### config.mk
export PLATFORM = sky130hd
export DESIGN_NAME = shg_ctrl
export DESIGN_NICKNAME = d
export VERILOG_FILES = /design/src/hw/rtl/shg_pkg.sv /design/src/hw/rtl/shg_ctrl.sv
export SDC_FILE = /design/constraint.sdc
export NUM_CORES = 1
export LEC_CHECK = 0
export ABC_AREA = 0
export BUFFER_PORTS_ARGS = -buffer_cell sky130_fd_sc_hd__buf_2
export CAP_MARGIN = 25
export CORE_MARGIN = 2
export CORE_UTILIZATION = 46
export DETAILED_ROUTE_END_ITERATION = 12
export MAX_ROUTING_LAYER = met4
export PLACE_DENSITY = 0.78
export SYNTH_ARGS = -nofsm -noshare
export SYNTH_HDL_FRONTEND = slang
export SYNTH_SLANG_ARGS = --single-unit
### constraint.sdc
create_clock -name clk -period 2.15 [get_ports clk]
set_input_delay 0.43 -clock clk [delete_from_list [all_inputs] [get_ports clk]]
set_output_delay 0.43 -clock clk [all_outputs]
set_load 0.02 [all_outputs]
### src/hw/rtl/shg_pkg.sv
// shared types, widths and codes for the grid broadphase block
`timescale 1ns / 1ps
`default_nettype none
package shg_pkg;
	localparam int MAX_ENTRIES_DEF = 64;
	localparam int MAX_CELLS_DEF   = 256;
	localparam int CELL_DEPTH_DEF  = 16;

	localparam int COORD_W    = 16;
	localparam int EXT_W      = 17;
	localparam int CFG_W      = 16;
	localparam int CFG_IDX_W  = 2;
	localparam int DIM_W      = 5;
	localparam int IDX_W      = 6;
	localparam int STAT_W     = 2;
	localparam int CC_W       = 4;
	localparam int CELL_NUM_W = 8;
	localparam int DIV_STEPS  = 17;

	localparam logic [CFG_IDX_W-1:0] CFG_CELL_WIDTH   = 2'd0;
	localparam logic [CFG_IDX_W-1:0] CFG_CELL_HEIGHT  = 2'd1;
	localparam logic [CFG_IDX_W-1:0] CFG_GRID_COLUMNS = 2'd2;
	localparam logic [CFG_IDX_W-1:0] CFG_GRID_ROWS    = 2'd3;

	localparam logic [STAT_W-1:0] ST_INSERTED = 2'd0;
	localparam logic [STAT_W-1:0] ST_FOUND    = 2'd1;
	localparam logic [STAT_W-1:0] ST_NONE     = 2'd2;
	localparam logic [STAT_W-1:0] ST_REJECT   = 2'd3;

	typedef enum logic [2:0] {
		OUT_INSERT,
		OUT_REJECT,
		OUT_MID,
		OUT_LAST,
		OUT_NONE
	} out_kind_t;

	typedef enum logic [3:0] {
		S_CLEAR,
		S_IDLE,
		S_DIVGO,
		S_DIV,
		S_CHECK,
		S_REJECT,
		S_FILL_RD,
		S_CELL,
		S_LIST_RD,
		S_LIST_CHK,
		S_FINISH,
		S_INS_DONE
	} state_t;

	typedef struct packed {
		logic      load_in;
		logic      div_start;
		logic      walk_init;
		logic      walk_next;
		logic      clr_step;
		logic      ins_cell;
		logic      fill_take;
		logic      j_next;
		logic      take_cand;
		logic      out_load;
		out_kind_t out_kind;
		logic      fetch_end;
		logic      count_inc;
	} cmd_t;

	typedef struct packed {
		logic div_busy;
		logic clr_done;
		logic reject;
		logic is_fetch;
		logic last_cell;
		logic fill_zero;
		logic j_last;
		logic cand_new;
		logic pend_valid;
		logic out_free;
	} sts_t;
endpackage
`default_nettype wire

### src/hw/rtl/shg_ctrl.sv
// controller state machine sequencing insert, fetch and the fill clearing pass
`timescale 1ns / 1ps
`default_nettype none
module shg_ctrl (
	input  wire logic          clk,
	input  wire logic          arst_n,
	input  wire logic          in_valid,
	output logic               in_stall,
	input  wire shg_pkg::sts_t sts,
	output shg_pkg::cmd_t      cmd
);
	import shg_pkg::*;

	state_t state_q, state_d;

	always_ff @(posedge clk or negedge arst_n) begin
		if (!arst_n) begin
			state_q <= S_CLEAR;
		end else begin
			state_q <= state_d;
		end
	end

	always_comb begin
		state_d = state_q;
		cmd = '0;
		cmd.out_kind = OUT_NONE;
		in_stall = 1'b1;
		case (state_q)
			S_CLEAR: begin
				cmd.clr_step = 1'b1;
				if (sts.clr_done) begin
					state_d = S_IDLE;
				end
			end
			S_IDLE: begin
				in_stall = 1'b0;
				if (in_valid) begin
					cmd.load_in = 1'b1;
					state_d = S_DIVGO;
				end
			end
			S_DIVGO: begin
				cmd.div_start = 1'b1;
				state_d = S_DIV;
			end
			S_DIV: begin
				if (!sts.div_busy) begin
					state_d = S_CHECK;
				end
			end
			S_CHECK: begin
				if (sts.reject) begin
					state_d = S_REJECT;
				end else begin
					cmd.walk_init = 1'b1;
					state_d = S_FILL_RD;
				end
			end
			S_REJECT: begin
				if (sts.out_free) begin
					cmd.out_load = 1'b1;
					cmd.out_kind = OUT_REJECT;
					state_d = S_IDLE;
				end
			end
			S_FILL_RD: begin
				state_d = S_CELL;
			end
			S_CELL: begin
				if (!sts.is_fetch) begin
					cmd.ins_cell = 1'b1;
					if (sts.last_cell) begin
						state_d = S_INS_DONE;
					end else begin
						cmd.walk_next = 1'b1;
						state_d = S_FILL_RD;
					end
				end else if (sts.fill_zero) begin
					if (sts.last_cell) begin
						state_d = S_FINISH;
					end else begin
						cmd.walk_next = 1'b1;
						state_d = S_FILL_RD;
					end
				end else begin
					cmd.fill_take = 1'b1;
					state_d = S_LIST_RD;
				end
			end
			S_LIST_RD: begin
				state_d = S_LIST_CHK;
			end
			S_LIST_CHK: begin
				// a new candidate pushes the held one out first
				if (!(sts.cand_new && sts.pend_valid && !sts.out_free)) begin
					if (sts.cand_new) begin
						cmd.take_cand = 1'b1;
						if (sts.pend_valid) begin
							cmd.out_load = 1'b1;
							cmd.out_kind = OUT_MID;
						end
					end
					if (!sts.j_last) begin
						cmd.j_next = 1'b1;
						state_d = S_LIST_RD;
					end else if (sts.last_cell) begin
						state_d = S_FINISH;
					end else begin
						cmd.walk_next = 1'b1;
						state_d = S_FILL_RD;
					end
				end
			end
			S_FINISH: begin
				if (sts.out_free) begin
					cmd.out_load = 1'b1;
					cmd.out_kind = sts.pend_valid ? OUT_LAST : OUT_NONE;
					cmd.fetch_end = 1'b1;
					state_d = S_IDLE;
				end
			end
			S_INS_DONE: begin
				if (sts.out_free) begin
					cmd.out_load = 1'b1;
					cmd.out_kind = OUT_INSERT;
					cmd.count_inc = 1'b1;
					state_d = S_IDLE;
				end
			end
			default: begin
				state_d = S_CLEAR;
			end
		endcase
	end
endmodule
`default_nettype wire

==> impl_metrics.toml, run 1 <==
[place]
place_hpwl_um = 1260
gp_congestion = 0.946
io_buffers = 28

[yosys]
synth-adder-area-share_pct = 0
synth_compound_area_share_pct = 27.4
seq_area_frac_synth_pct = 15.4
ys_async_sr_fraction_pct = 100
synth_top_family_by_area = "simple AND/OR/NAND/NOR gates"
synth_top_cell_area_share_pct = 15.4
ys.flop_type = "dfrtp_1"
ys_seq_elements = 4
synthTopCellsByArea = "dfrtp_1, mux2_4, nand2b_1"
yosysWarnings = 0
synth_nets = 95
synth_xor_area_share_pct = 0
synth-edff-count = 0
netlist_area_sq_um = 649
synth_cell_type_count = 33
synth_simple_gate_area_share_pct = 41.6
synth.avg_cell_area_sq_um = 7.92
synth_cells = 82
muxShareOfSynthArea_pct = 6.94
yosys.area.top_type = "dfrtp_1"

[global_route]
grt_use_total_pct = 21.1
grt_max_degree = 17
grt_pass1_vias = 648
globalRouteOverflowTotal = 0
grt_pass1_wl_um = 2810
antenna_found_initial = 0

[cells_and_area]
area_growth_pct = 26.2
layout_common_cells = "buf_2, nor2_1, nand2_1"
mostFrequentLayoutCell = "buf_2"
fin_nets = 125
fillers = 133
layout-drive-gt1-share_pct = 41.8
top_register = "state_q"
reg_top3 = "state_q (4)"
largest_reg_flops = 4
n_antenna_cell = 0

[floorplanning]
io_pins = 29
dieHeight_um = 41.6
core-area_sq_um = 1320
rows = 13
chipWidth_um = 41.6
start_util_pct = 49.3
die-area_sq_um = 1730

[setup_path]
worst-path-buf-inv = 1
worstSetupPathType = "flop to output pin"
required_ps = 1720
cp_data_arrival_time_ps = 1610
startpoint_type = "flop"
reg2reg_to = "state_q[0]$_DFFE_PN0P_"
r2r_slack_ps = 410
cp_top_family = "simple AND/OR/NAND/NOR gates"
path_max_fanout = 15
timing.rr.start = "state_q[1]$_DFFE_PN0P_"
path_cells = "nor2b_1 -> nand2_1 -> nor3b_1 -> buf_2"
slowest_stage = "dfrtp_2"
reg2reg_depth = 5
cpPeakStageDelay_ps = 490
crit_path_end_kind = "output pin"

[timing]
rsz0062_at_grt = "false"
final_max_slew_viol_count = 0
finalHoldViolCount = 0
tns_ps = 0
period_minus_slack_ps = 2040
setup_viol = 0
fmax_mhz = 491
relSlewSlack_pct = 76.8
finClkSkew_ps = 7.11
period_share_pct = 94.7
worst_pin_slew_ps = 344

[route]
drc = 0
dr.first_iter.drc_count = 18
wl_per_cell_um = 13.0
antenna_left = 0
viasPerCell = 5.63
vias = 704
wl_um = 1630
firstDrtPassIters = 5

[clock_tree]
htreeDepth = 1
clockBufferDepth = 2
cts_tree = "built"
cts.clk_slew.worst_paths_ps = 40
cts_buffers = 3
cts.sinks = 4
clock_latency_ps = 240
cts_root_buffer = "clkbuf_4"
post_cts_buffers = 0

[run_status]
status = "complete, no violations"

[run]
max_cap_viol_count = 0

[pwr]
ir_worst_vdd_uv = 668
p_per_area_nw_per_um2 = 1290
p_total_mw = 1.06
p_leak_nw = 0.393

[hold_path]
holdCritPathClass = "input pin to async pin"
Yosys cell counts (all sizes together), types with 2 or more instances:
cell type,n
nor4,2
o211ai,3
o32ai,2
and3,2
dfrtp,4
and4bb,2
inv,4
buf,6
a21oi,6
nor2b,5
mux2,3
nand2b,7
nand3,2
nor2,9
o21ai,4
nand2,8
worst max path at each step:
stage                           start      end  slack (ps)  cells past startpoint
3_5_place_dp   state_q[3]$_DFFE_PN0P_   cmd[3]         250                      4
6_report       state_q[3]$_DFFE_PN0P_   cmd[3]         110                      4
5_1_grt        state_q[3]$_DFFE_PN0P_   cmd[3]          20                      4
3_3_place_gp   state_q[1]$_DFFE_PN0P_   cmd[5]         310                      4
4_1_cts        state_q[1]$_DFFE_PN0P_   cmd[5]          30                      4
2_1_floorplan  state_q[1]$_DFFE_PN0P_  cmd[12]         330                      3
cell families after synthesis:
logic type,count (synthesis)
AO/OA/AOI/OAI,21
AND/OR/NAND/NOR,44
flip-flops,4
multiplexers,3
buffers and inverters,10
per-stage QoR:
step	hold WS, ps	area [sq um]	worst slack [ps]	util [%]	std cells
floorplan	134	649	332	-	82
global placement	233	782	305	59.4	121
detailed placement	240	782	253	59.4	121
CTS	524	816	31.8	61.9	125
global route	537	820	22.2	62.2	125
finish	531	820	114	62.2	125
power breakdown:
group | leakage [nW] | internal, mW | total (mW) | switching, mW
combinational | 0.334 | 0.354 | 0.706 | 0.352
sequential | 0.0452 | 0.119 | 0.257 | 0.138
clock | 0.0138 | 0.0625 | 0.0942 | 0.0318
total | 0.393 | 0.536 | 1.06 | 0.522
layer usage:
metal / track usage, % / vias to the layer above / wire, um
met5: - / - / 0
met4: 8.39 / 0 / 16
met3: 3.91 / 3 / 111
met2: 32.5 / 33 / 778
met1: 27.1 / 312 / 719
li1: - / 356 / -
worst register-to-register path, stage by stage (launching register included):
cell	delay, ps
dfrtp_2	500
buf_4	200
nor4_2	320
nand2b_1	140
o211ai_4	140
mux2_4	330
cell type report:
cell class              count  area [sq um]  area share [%]
multi-input cells          68           493            60.2
repair buffers             31           165            20.2
flip-flops and latches      4           105            12.8
clock buffers               3          22.5            2.75
well taps                  15          18.8            2.29
inverters                   4          15.0            1.83
what timing repair did:
action,CTS,global route
gates resized for setup,1,3
endpoints found under the setup margin,1,4
endpoints found under the hold margin,4,0
hold buffers,1,0
Power figures use the tool's default switching activity.
==> run 2, diff against run 1 <==
--- a/config.mk
+++ b/config.mk
@@ -8,7 +8,7 @@
 export ABC_AREA = 0
 export BUFFER_PORTS_ARGS = -buffer_cell sky130_fd_sc_hd__buf_2
 export CAP_MARGIN = 25
-export CORE_MARGIN = 2
+export CORE_MARGIN = 10
 export CORE_UTILIZATION = 46
 export DETAILED_ROUTE_END_ITERATION = 12
 export MAX_ROUTING_LAYER = met4
==> run 2 against run 1 <==
Net effect:
- first-iteration DRC count rose by 44%
- core utilization fell by 0.095 points
- critical path depth did not move
- sequential power fell by 5%
- sequential cell count did not move
- wire length rose by 18%
- highest routed layer unchanged
==> impl_metrics.toml, run 2 (synthesis gave the netlist of run 1 again) <==
[floorplanning]
core-area_sq_um = 1320
rows = 13
start_util_pct = 49.3
chipWidth_um = 57.6
io_pins = 29
die-area_sq_um = 3310
dieHeight_um = 57.6

[cells_and_area]
area_growth_pct = 26.0
fin_nets = 125
layout_common_cells = "buf_2, nor2_1, nand2_1"
fillers = 117
n_antenna_cell = 0
layout-drive-gt1-share_pct = 40.9
largest_reg_flops = 4
mostFrequentLayoutCell = "buf_2"
top_register = "state_q"
reg_top3 = "state_q (4)"

[run]
max_cap_viol_count = 0

[timing]
tns_ps = 0
period_minus_slack_ps = 2040
final_max_slew_viol_count = 0
setup_viol = 0
period_share_pct = 94.9
setup_ws_ps = 110
finClkSkew_ps = 11.2
relSlewSlack_pct = 74.3
finalHoldViolCount = 0
rsz0062_at_grt = "false"
worst_pin_slew_ps = 386
fmax_mhz = 490

[route]
drc = 0
top_layer = "met4"
dr.first_iter.drc_count = 26
antenna_left = 0
firstDrtPassIters = 4
vias = 739
routed-wl-met2_um = 895
wl_per_cell_um = 15.3
dr_wl_met3_um = 208
m1WireLength_um = 768
wl_um = 1920
viasPerCell = 5.91

[place]
gp_congestion = 0.873
place_hpwl_um = 1500
place_ws_ps = 276
io_buffers = 28

[clock_tree]
cts.clk_slew.worst_paths_ps = 40
cts.sinks = 4
cts_buffers = 3
clockBufferDepth = 2
cts_tree = "built"
cts_root_buffer = "clkbuf_4"
clock_latency_ps = 250
htreeDepth = 1

[setup_path]
reg2reg_depth = 5
timing.rr.start = "state_q[1]$_DFFE_PN0P_"
startpoint_type = "flop"
crit_path_end_kind = "output pin"
path_max_fanout = 15
worstSetupPathType = "flop to output pin"
cp_data_arrival_time_ps = 1610
r2r_slack_ps = 370
reg2reg_to = "state_q[0]$_DFFE_PN0P_"
required_ps = 1720

[global_route]
grt_pass1_wl_um = 3220
grt_max_degree = 17
grt_pass1_vias = 685
antenna_found_initial = 0
globalRouteOverflowTotal = 0
grt_use_total_pct = 12.3

[pwr]
p_switching_mw = 0.531
power_frac_comb_pct = 67.7
p_leak_nw = 0.394
p_sw_share_pct = 49.9
p_int_mw = 0.534
p_per_area_nw_per_um2 = 1300
ir_worst_vdd_uv = 571
p_total_mw = 1.07
power_frac_clock_pct = 9.4
p_seq_share_pct = 22.9

[hold_path]
holdPathEnd = "state_q[2]$_DFFE_PN0P_"
whs_path_depth = 2
holdCritPathClass = "input pin to flop"
hp-start = "sts[0]"

[run_status]
status = "complete, no violations"
## run 2: cell count changes in the layout (fill, tap and decap cells not counted)
cell	change
dfrtp_1	+1
dfrtp_2	-1
## run 2: repair_timing
item,CTS,global route
hold buffers,1,0
buffers inserted,0,0
gates resized for setup,0,3
endpoints found under the hold margin,4,0
endpoints found under the setup margin,0,6
## run 2: critical path: stages (launching register included)
cell and delay (ps):
dfrtp_2 500, nor2b_1 320, nand2_1 160, nor3b_1 190, buf_2 190
## run 2: how the worst max path moves through the flow
| stage | startpoint | end | slack, ps | cells after the start |
|---|---|---|---|---|
| 2_1_floorplan | state_q[1]$_DFFE_PN0P_ | cmd[12] | 330 | 3 |
| 3_3_place_gp | state_q[3]$_DFFE_PN0P_ | cmd[3] | 350 | 4 |
| 3_5_place_dp | state_q[3]$_DFFE_PN0P_ | cmd[3] | 280 | 4 |
| 4_1_cts | state_q[3]$_DFFE_PN0P_ | cmd[3] | 8 | 4 |
| 5_1_grt | state_q[3]$_DFFE_PN0P_ | cmd[3] | 20 | 4 |
| 6_report | state_q[3]$_DFFE_PN0P_ | cmd[3] | 110 | 4 |
## run 2: metal layers
| layer | track usage, % | vias to the layer above |
|---|---|---|
| met2 | 19.2 | 42 |
| met1 | 13.2 | 331 |
| met4 | 7.05 | 0 |
| met3 | 3.98 | 5 |
| li1 | - | 361 |
| met5 | - | - |
## run 2: power by group through the flow
stage | registers, mW | logic [mW] | clock network [mW]
after floorplan | 0.136 | 0.685 | 0
after global placement | 0.230 | 0.716 | 0
after detailed placement | 0.235 | 0.720 | 0
after CTS | 0.234 | 0.725 | 0.0989
after global routing | 0.263 | 0.790 | 0.102
final | 0.244 | 0.721 | 0.101
## run 2: area by class of cell
type | count | area, sq um | share of cell area (%)
Clock buffer | 3 | 22.5 | 2.75
Inverter | 4 | 15.0 | 1.83
Multi-Input combinational cell | 68 | 493 | 60.2
Sequential cell | 4 | 104 | 12.7
Tap cell | 15 | 18.8 | 2.29
Timing Repair Buffer | 31 | 165 | 20.2
## run 2: through the flow
| step | utilization (%) | area (sq um) | hold slack [ps] | std cells |
|---|---|---|---|---|
| finish | 62.1 | 818 | 506 | 125 |
| global route | 62.1 | 818 | 535 | 125 |
| CTS | 61.8 | 815 | 521 | 125 |
| detailed placement | 59.4 | 782 | 239 | 121 |
| global placement | 59.4 | 782 | 233 | 121 |
| floorplan | - | 649 | 134 | 82 |
